## src/rtl/order_statistic_multiset_assert.svh

```systemverilog
// Assertion macros for the order statistic multiset.
// Used by the top level; expects signals clk and rst in the including scope.
`ifndef ORDER_STATISTIC_MULTISET_ASSERT_SVH
`define ORDER_STATISTIC_MULTISET_ASSERT_SVH

// Check a consequence in the same cycle as its trigger
`define OSM_ASSERT_NOW(label, ante, cons, msg) \
  label: assert property (@(posedge clk) disable iff (rst) (ante) |-> (cons)) \
    else $error(msg);

// Check a consequence in the cycle after its trigger
`define OSM_ASSERT_NEXT(label, ante, cons, msg) \
  label: assert property (@(posedge clk) disable iff (rst) (ante) |=> (cons)) \
    else $error(msg);

`endif

```

## src/rtl/osm_pkg.sv

```systemverilog
// Shared constants and controller/datapath interface types for the
// order statistic multiset. No dependencies.
package osm_pkg;

  localparam int CAPACITY_DEF  = 256;
  localparam int KEY_WIDTH_DEF = 31;
  localparam int RANK_W        = 8;
  localparam int STATUS_W      = 2;

  // Request types
  localparam logic OP_INSERT = 1'b0;
  localparam logic OP_REMOVE = 1'b1;

  // Result status codes
  localparam logic [STATUS_W-1:0] ST_OK     = 2'd0;
  localparam logic [STATUS_W-1:0] ST_FULL   = 2'd1;
  localparam logic [STATUS_W-1:0] ST_ABSENT = 2'd2;
  localparam logic [STATUS_W-1:0] ST_RANGE  = 2'd3;

  // Commands from controller to datapath
  typedef struct packed {
    logic load;        // capture request beat
    logic init_ins;    // pos <= count
    logic init_rem;    // pos <= 0, found <= 0
    logic set_full;    // status <= full
    logic rd_prev;     // read entry pos-1
    logic rd_pos;      // read entry pos
    logic rd_rank;     // read entry rank
    logic shift_down;  // write read data at pos, pos--
    logic place_key;   // write key at pos, count++
    logic rem_step;    // close gap or mark match, pos++
    logic rem_end;     // count-- on match, else status absent
    logic kth_miss;    // rank out of range
    logic kth_take;    // capture read data as result key
    logic emit;        // load result register
  } cmd_t;

  // Status from datapath to controller
  typedef struct packed {
    logic op_remove;
    logic full;
    logic pos_zero;
    logic pos_end;
    logic rd_gt;
    logic rank_ok;
    logic out_free;
  } sts_t;

endpackage

```

## src/rtl/osm_ctrl.sv

```systemverilog
// Sequencer for insert, remove and rank read of the multiset.
// Depends on osm_pkg for the command and status types.
module osm_ctrl (
  input  logic          clk,
  input  logic          rst,
  input  logic          req_valid,
  output logic          req_stall,
  input  osm_pkg::sts_t sts,
  output osm_pkg::cmd_t cmd
);
  import osm_pkg::*;

  localparam logic [3:0] S_IDLE    = 4'd0;
  localparam logic [3:0] S_DECIDE  = 4'd1;
  localparam logic [3:0] S_INS_CHK = 4'd2;
  localparam logic [3:0] S_INS_CMP = 4'd3;
  localparam logic [3:0] S_REM_CHK = 4'd4;
  localparam logic [3:0] S_REM_CMP = 4'd5;
  localparam logic [3:0] S_KREAD   = 4'd6;
  localparam logic [3:0] S_KWAIT   = 4'd7;
  localparam logic [3:0] S_DONE    = 4'd8;

  logic [3:0] state;
  logic [3:0] state_next;

  assign req_stall = (state != S_IDLE);

  // Next state and command decode
  always_comb begin
    state_next = state;
    cmd        = '0;
    unique case (state)
      S_IDLE: begin
        if (req_valid) begin
          cmd.load   = 1'b1;
          state_next = S_DECIDE;
        end
      end
      S_DECIDE: begin
        if (sts.op_remove) begin
          cmd.init_rem = 1'b1;
          state_next   = S_REM_CHK;
        end else if (sts.full) begin
          cmd.set_full = 1'b1;
          state_next   = S_KREAD;
        end else begin
          cmd.init_ins = 1'b1;
          state_next   = S_INS_CHK;
        end
      end
      S_INS_CHK: begin
        if (sts.pos_zero) begin
          cmd.place_key = 1'b1;
          state_next    = S_KREAD;
        end else begin
          cmd.rd_prev = 1'b1;
          state_next  = S_INS_CMP;
        end
      end
      S_INS_CMP: begin
        if (sts.rd_gt) begin
          cmd.shift_down = 1'b1;
          state_next     = S_INS_CHK;
        end else begin
          cmd.place_key = 1'b1;
          state_next    = S_KREAD;
        end
      end
      S_REM_CHK: begin
        if (sts.pos_end) begin
          cmd.rem_end = 1'b1;
          state_next  = S_KREAD;
        end else begin
          cmd.rd_pos = 1'b1;
          state_next = S_REM_CMP;
        end
      end
      S_REM_CMP: begin
        cmd.rem_step = 1'b1;
        state_next   = S_REM_CHK;
      end
      S_KREAD: begin
        if (sts.rank_ok) begin
          cmd.rd_rank = 1'b1;
          state_next  = S_KWAIT;
        end else begin
          cmd.kth_miss = 1'b1;
          state_next   = S_DONE;
        end
      end
      S_KWAIT: begin
        cmd.kth_take = 1'b1;
        state_next   = S_DONE;
      end
      S_DONE: begin
        if (sts.out_free) begin
          cmd.emit   = 1'b1;
          state_next = S_IDLE;
        end
      end
      default: begin
        state_next = S_IDLE;
      end
    endcase
  end

  // State register
  always_ff @(posedge clk) begin
    if (rst) begin
      state <= S_IDLE;
    end else begin
      state <= state_next;
    end
  end

endmodule

```

## config.mk

```make
export PLATFORM = sky130hd
export DESIGN_NAME = osm_ctrl
export DESIGN_NICKNAME = d
export VERILOG_FILES = /design/src/rtl/order_statistic_multiset_assert.svh /design/src/rtl/osm_pkg.sv /design/src/rtl/osm_ctrl.sv
export SDC_FILE = /design/constraint.sdc
export NUM_CORES = 1
export LEC_CHECK = 0
export CAP_MARGIN = 15
export CORE_MARGIN = 2
export CORE_UTILIZATION = 28
export DETAILED_ROUTE_END_ITERATION = 6
export DONT_BUFFER_PORTS = 1
export GPL_TIMING_DRIVEN = 1
export PLACE_DENSITY_LB_ADDON = 0.3
export SLEW_MARGIN = 0
export SYNTH_ARGS = -nofsm -noshare
export SYNTH_HDL_FRONTEND = slang
export SYNTH_SLANG_ARGS = --single-unit
```

## constraint.sdc

```tcl
create_clock -name clk -period 1.4 [get_ports clk]
set_input_delay 0.21 -clock clk [delete_from_list [all_inputs] [get_ports clk]]
set_output_delay 0.21 -clock clk [all_outputs]
set_load 0.02 [all_outputs]
```

=== Word level (Yosys, flattened, before mapping) ===
Cells that the tools add are included.

* Reductions and logical operators: 3
* Muxes and demuxes: 36
* Equality and inequality tests: 10

{| class="wikitable"
|+ Operator list
! operator !! number
|-
| case mux 4 bit (9 select lines) || 1
|-
| two-way mux 1 bit || 25
|-
| equality test 4 x 3 -> 1 bit, second input constant || 4
|-
| two-way mux 4 bit || 4
|-
| two-way mux 3 bit || 4
|-
| equality test 4 x 2 -> 1 bit, second input constant || 2
|-
| equality test 4 x 1 -> 1 bit, second input constant || 1
|-
| equality test 4 bit, second input constant || 1
|-
| zero test 4 bit || 1
|-
| inequality test 2 bit, second input constant || 2
|-
| nonzero test 4 bit || 1
|-
| two-way mux 2 bit || 1
|-
| case mux 1 bit (2 select lines) || 1
|-
| AND reduction 2 bit || 1
|}

* Input port bits: 10
* Flip-flop bits (word level): 4
* Output and inout port bits: 15
* Logic and storage cells: 50

=== Logic depth before layout (Yosys ltp) ===
Gate-level depths: netlist of the first run.

* Depth in word-level cells: 3
* Gate-level depth with buffers: 4
* Depth with buffers taken out: 3

=== Least setup slack after synthesis of the first run ===
Ideal clock, no wire load.

* Kind: reg-to-output
* From: register state[2]
* To: output cmd[9] (netlist bit)
* Path buffers: 1
* Data required time: 1190 ps
* Arrival time: 1184 ps
* Path slack: 6 ps
* Stages on the path, launching flop included: 3
* Cell sequence: dfxtp_1 buf_2 nor4_1

{| class="wikitable"
|+ RTL lines
! what !! RTL line !! source
|-
| start: declaration || osm_ctrl.sv:23 || <nowiki>logic [3:0] state;</nowiki>
|-
| start signal: assignment || osm_ctrl.sv:112 || <nowiki>state <= state_next;</nowiki>
|-
| end: declaration || osm_ctrl.sv:9 || <nowiki>output osm_pkg::cmd_t cmd</nowiki>
|}

==> flow_metrics.py, run 1 <==
metrics = {
    "run_status": {
        "status": "finished with violations",
        "violations": "negative setup slack",
    },
    "grt": {
        "track_usage_pct": 13.6,
        "grt-ovfl-total": 0,
        "top_usage_layer": "met2",
        "gr-usage-met1_pct": 15.1,
        "grt_pass1_wl_um": 1410,
        "use_met2_pct": 21.0,
        "grt_use_met3_pct": 8.33,
        "antenna_found_initial": 0,
        "grt_pass1_vias": 339,
        "grt_max_degree": 13,
    },
    "route": {
        "detail-route-antenna-nets": 0,
        "drc": 0,
        "routed_wl_um": 1080,
        "drt_pass1_iterations": 2,
        "via_per_inst": 5.17,
        "num_vias": 445,
        "drt-initial-drc-count": 6,
        "post_drt_wl_per_cell_um": 12.6,
    },
    "worst_setup_path": {
        "worstPathArrival_ns": 1.22,
        "timing.critical_path.to_type": "primary output",
        "critPathLaunchType": "register",
        "worstSetupPathType": "register to primary output",
        "required_ns": 1.19,
        "cp_max_fo": 5,
    },
    "logic_synthesis": {
        "syn_inst": 54,
        "synth_cell_types": 26,
        "synth-main-ff-cell": "dfxtp_1",
        "synth_area_leader_cell": "dfxtp_1",
        "netlist_area_sq_um": 373,
        "synth.avg_cell_area_sq_um": 6.90,
        "ys_seq_elements": 4,
        "synth.top_cell.area_share_pct": 21.5,
        "synth_edf_count": 0,
        "ys_seq_area_share_pct": 21.5,
        "synth_nets": 64,
        "ys_async_sr_fraction_pct": 0,
        "yosys_warnings": 0,
        "synthTopCellsByArea": "dfxtp_1 21%, nor2_1 11%, and3_1 6.7%, a21oi_1 4.0%, nand2_1 4.0%",
    },
    "sta": {
        "tightest_slew_ns": 0.250,
        "max_slew_margin_pct": 83.1,
        "final.min_clock_period_ns": 1.43,
        "rsz0062_at_grt": "true",
        "finClkSkew_ns": 0.00276,
        "timing.fmax_mhz": 701,
        "slew_violations": 0,
        "setup_violations": 1,
        "hold_viol_final": 0,
        "fin_hold_ws_ns": 0.0283,
        "finalWorstSetupSlack_ns": -0.0267,
        "fin_crit_sh_pct": 102,
    },
    "placed_design": {
        "port_buffers": 0,
        "placed_cell_area_sq_um": 449,
        "dp_hpwl_um": 775,
        "routabilityCongestion": 0.813,
    },
    "layout": {
        "fin_area_sq_um": 566,
        "drive_above_1_share_pct": 52.1,
        "nets": 83,
        "final_common_cell": "buf_4",
        "largest_reg_flops": 4,
        "mostFrequentLayoutCells": "15 x buf_4, 8 x nor2_1, 4 x nand2_1, 4 x dfxtp_4",
        "top_register": "state",
        "antennaDiodeCount": 0,
        "seqCellArea_sq_um": 95.1,
        "top_regs": "state x4",
        "multi_input_area_sq_um": 289,
        "area_delta_synth_final_pct": 51.7,
        "n_fill_cell": 137,
    },
    "cts": {
        "cts.sinks": 4,
        "cts_root_buffer": "clkbuf_4",
        "max-clock-path-buffers": 2,
        "clkLatencyLatePin_ns": 0.24,
        "htreeDepth": 1,
        "numCtsBuffers": 3,
        "postCtsHoldBufs": 0,
        "clk_pin_slew_worst_paths_ns": 0.04,
        "cts_tree": "built",
    },
    "floorplan": {
        "initial_core_util_pct": 29.4,
        "num_rows": 13,
        "dieHeight_um": 40.5,
        "die_w_um": 40.5,
        "die_area_sq_mm": 0.00164,
        "core_sq_mm": 0.00127,
        "top_level_ports": 25,
    },
    "pwr": {
        "internal_power_mw": 0.458,
        "p_leak_nw": 0.265,
        "power_frac_comb_pct": 55.8,
        "vdd_drop_max_mv": 0.652,
        "p_switching_mw": 0.333,
        "power_density_mw_per_mm2": 1400,
        "p_total_mw": 0.791,
        "pwr-share-clk_pct": 18.2,
        "p_sw_share_pct": 42.1,
        "seqPwrFrac_pct": 26.1,
    },
    "flow_run": {
        "drv_cap": 0,
    },
    "min_path": {
        "hp-class": "primary input to register",
    },
}
[cells in the mapped netlist (2+ instances only)]
cell,instances
o21ai_0,2
buf_2,2
nor2_1,11
a31oi_1,2
nand2_1,4
and3_1,4
nor2b_1,2
a21oi_1,3
dfxtp_1,4
nand3_1,2
inv_1,3
[area by class of cell]
cell class	instances	share of cell area, %
repair buffers	17	22.8
well taps	15	3.32
multi-input cells	44	51.1
flip-flops and latches	4	16.8
inverters	3	1.99
clock buffers	3	3.98
[worst max-delay path, stage by stage, from the launching register on]
cell,delay (ns)
dfxtp_4,0.35
nand2b_4,0.14
a2111o_1,0.37
inv_2,0.11
[cells by family (layout without fill, tap and decap cells)]
logic type / count (synthesis) / count (layout) / share of synthesized area [%]
compound gates: 11 / 11 / 19.8
buf+inv: 6 / 23 / 7.72
simple gates: 33 / 33 / 51.0
flops: 4 / 4 / 21.5
[path summary, 6_finish.rpt]
path | cells past startpoint | slack [ns] | end | start
setup / recovery | 3 | -0.03 | cmd[5] | state[3]
setup reg to reg | 5 | 0.08 | state[2] | state[3]
hold reg to reg | 2 | 0.61 | state[3] | state[1]
hold / removal | 1 | 0.03 | state[3] | rst
[power by group through the flow]
stage                     Clock (mW)  Combinational (mW)  Sequential, mW
after floorplan                    0               0.310           0.149
after global placement             0               0.346           0.194
after detailed placement           0               0.346           0.195
after CTS                      0.152               0.375           0.201
after global routing           0.161               0.479           0.215
final                          0.144               0.441           0.206
[layer usage]
metal  vias up  wire [um]
met5         -          0
met1       197        456
li1        226          -
met3         0        117
met4         0          0
met2        22        505
[metrics by stage]
stage / utilization, % / instances / TNS (ns) / worst slack, ns
3_3_place_gp: 35.4 / 76 / 0 / 0.0576
5_1_grt: 44.6 / 86 / -0.192 / -0.0670
4_1_cts: 40.2 / 82 / -0.180 / -0.0340
3_5_place_dp: 35.4 / 76 / 0 / 0.0570
2_1_floorplan: - / 54 / 0 / 0.00597
6_report: 44.6 / 86 / -0.0267 / -0.0267
[what timing repair did]
item,4_1_cts,5_1_grt
gates cloned,0,0
hold endpoints to repair,0,0
buffers inserted,3,4
gates resized for setup,11,10
pin swaps,2,3
setup endpoints to repair,15,10
Power figures use the tool's default switching activity.
==> inputs of run 2 (changes only) <==
==> constraint.sdc (replaced) <==
create_clock -name clk -period 1.6 [get_ports clk]
set_input_delay 0.24 -clock clk [delete_from_list [all_inputs] [get_ports clk]]
set_output_delay 0.24 -clock clk [all_outputs]
set_load 0.02 [all_outputs]
==> flow_metrics.py, run 2 (synthesized netlist as in run 1, its figures left out) <==
metrics = {
    "cts": {
        "max-clock-path-buffers": 2,
        "clkLatencyLatePin_ns": 0.23,
        "cts.sinks": 4,
        "htreeDepth": 1,
        "numCtsBuffers": 3,
        "cts_root_buffer": "clkbuf_4",
        "clk_pin_slew_worst_paths_ns": 0.04,
        "postCtsHoldBufs": 0,
        "postCtsSetupBuffers": 0,
        "cts_tree": "built",
    },
    "placed_design": {
        "routabilityCongestion": 0.786,
        "dp_hpwl_um": 772,
        "port_buffers": 0,
    },
    "worst_setup_path": {
        "timing.critical_path.to_type": "primary output",
        "crit_path_end": "cmd[5]",
        "reg2regPathDepth": 4,
        "cp_num_buf_inv": 1,
        "worstPathArrival_ns": 1.30,
        "cpMaxStageDelayCell": "a2111o_1",
        "path_delay_family": "compound AO/OA/AOI/OAI gates",
        "worstReg2RegEnd": "state[1]",
        "worstSetupPathType": "register to primary output",
        "worstPathCellList": "nand2b_4 -> a2111o_1 -> inv_2",
        "cp.depth": 3,
        "critPathLaunchType": "register",
        "timing.critical_path.from": "state[3]",
        "required_ns": 1.36,
        "cp_max_fo": 9,
        "r2r_setup_slack_ns": 0.39,
        "timing.rr.start": "state[2]",
        "max_stage_delay_ns": 0.42,
    },
    "run_status": {
        "status": "finished clean",
    },
    "sta": {
        "max_slew_margin_pct": 73.9,
        "timing.fmax_mhz": 651,
        "fin_crit_sh_pct": 96.0,
        "rsz0062_at_grt": "false",
        "final.min_clock_period_ns": 1.54,
        "fin_tns_setup_ns": 0,
        "slew_violations": 0,
        "setup_violations": 0,
        "fin_hold_ws_ns": 0.0703,
        "finClkSkew_ns": 0.000286,
        "tightest_slew_ns": 0.390,
        "hold_viol_final": 0,
    },
    "pwr": {
        "power_density_mw_per_mm2": 1270,
        "p_leak_nw": 0.217,
        "vdd_drop_max_mv": 0.463,
        "p_total_mw": 0.598,
    },
    "floorplan": {
        "dieHeight_um": 40.5,
        "top_level_ports": 25,
        "core_sq_mm": 0.00127,
        "die_area_sq_mm": 0.00164,
        "num_rows": 13,
        "initial_core_util_pct": 29.4,
        "die_w_um": 40.5,
    },
    "layout": {
        "seqCellArea_sq_um": 83.8,
        "top_register": "state",
        "mostFrequentLayoutCells": "7 x nor2_1, 7 x buf_4, 4 x nand2_1, 4 x and3_1",
        "multi_input_area_sq_um": 283,
        "n_fill_cell": 153,
        "drive_above_1_share_pct": 37.7,
        "nets": 73,
        "post-route-util_pct": 37.2,
        "area_delta_synth_final_pct": 26.5,
        "largest_reg_flops": 4,
        "top_regs": "state x4",
        "antennaDiodeCount": 0,
    },
    "route": {
        "drt_pass1_iterations": 4,
        "drc": 0,
        "post_drt_wl_per_cell_um": 12.5,
        "drt-initial-drc-count": 8,
        "via_per_inst": 5.43,
        "routed_wl_um": 950,
        "num_vias": 413,
        "detail-route-antenna-nets": 0,
    },
    "flow_run": {
        "drv_cap": 0,
    },
    "grt": {
        "track_usage_pct": 12.5,
        "antenna_found_initial": 0,
        "grt-ovfl-total": 0,
        "grt_pass1_vias": 341,
        "grt_pass1_wl_um": 1370,
        "grt_max_degree": 11,
    },
    "min_path": {
        "hp-class": "primary input to register",
    },
}
[run 2: cell count changes in the layout (fill, tap and decap cells not counted), sizes merged]
cell,previous run,this run
clkbuf,4,3
buf,16,7
[run 2: worst register-to-register path, delay by kind of cell (launching register included)]
family,cells,cell delay [ns]
flip-flops,1,0.46
AND/OR/NAND/NOR,1,0.22
AO/OA/AOI/OAI,2,0.26
buffers and inverters,1,0.19
[run 2: power breakdown]
part	total [mW]	internal (mW)	leakage, nW	switching (mW)
logic	0.306	0.124	0.169	0.181
registers	0.174	0.125	0.0340	0.0487
clock network	0.119	0.0835	0.0138	0.0356
total	0.598	0.333	0.217	0.266
[run 2: worst min path at each step]
stage,from,slack [ns],end,cells after the start
2_1_floorplan,rst,0.31,state[3],1
3_3_place_gp,rst,0.31,state[1],1
3_5_place_dp,rst,0.31,state[1],1
4_1_cts,rst,0.06,state[1],1
5_1_grt,rst,0.06,state[3],1
6_report,rst,0.07,state[1],1
[run 2: cell type report]
type                       count  area share, %
multi-input combinational     44           59.9
tap                           15           3.98
timing repair buffer           7           11.1
clock buffer                   3           4.77
inverter                       3           2.39
sequential                     4           17.8
[run 2: repair_timing]
| action | in CTS | in global routing |
|---|---|---|
| pin swaps | 0 | 0 |
| endpoints found under the setup margin | 4 | 6 |
| resized for setup | 3 | 8 |
[run 2: stage by stage]
step | instances | worst slack (ns) | cell area, sq um
2_1_floorplan | 54 | 0.176 | 373
3_3_place_gp | 73 | 0.196 | 427
3_5_place_dp | 73 | 0.175 | 427
4_1_cts | 76 | 0.0102 | 453
5_1_grt | 76 | 0.00719 | 472
6_report | 76 | 0.0636 | 472
[run 2: layer usage]
| metal | vias up | wire (um) | global-route usage, % |
|---|---|---|---|
| li1 | 207 | - | - |
| met1 | 186 | 450 | 16.7 |
| met2 | 20 | 412 | 18.3 |
| met3 | 0 | 87 | 7.22 |
| met4 | 0 | 0 | 0 |
| met5 | - | 0 | 0 |
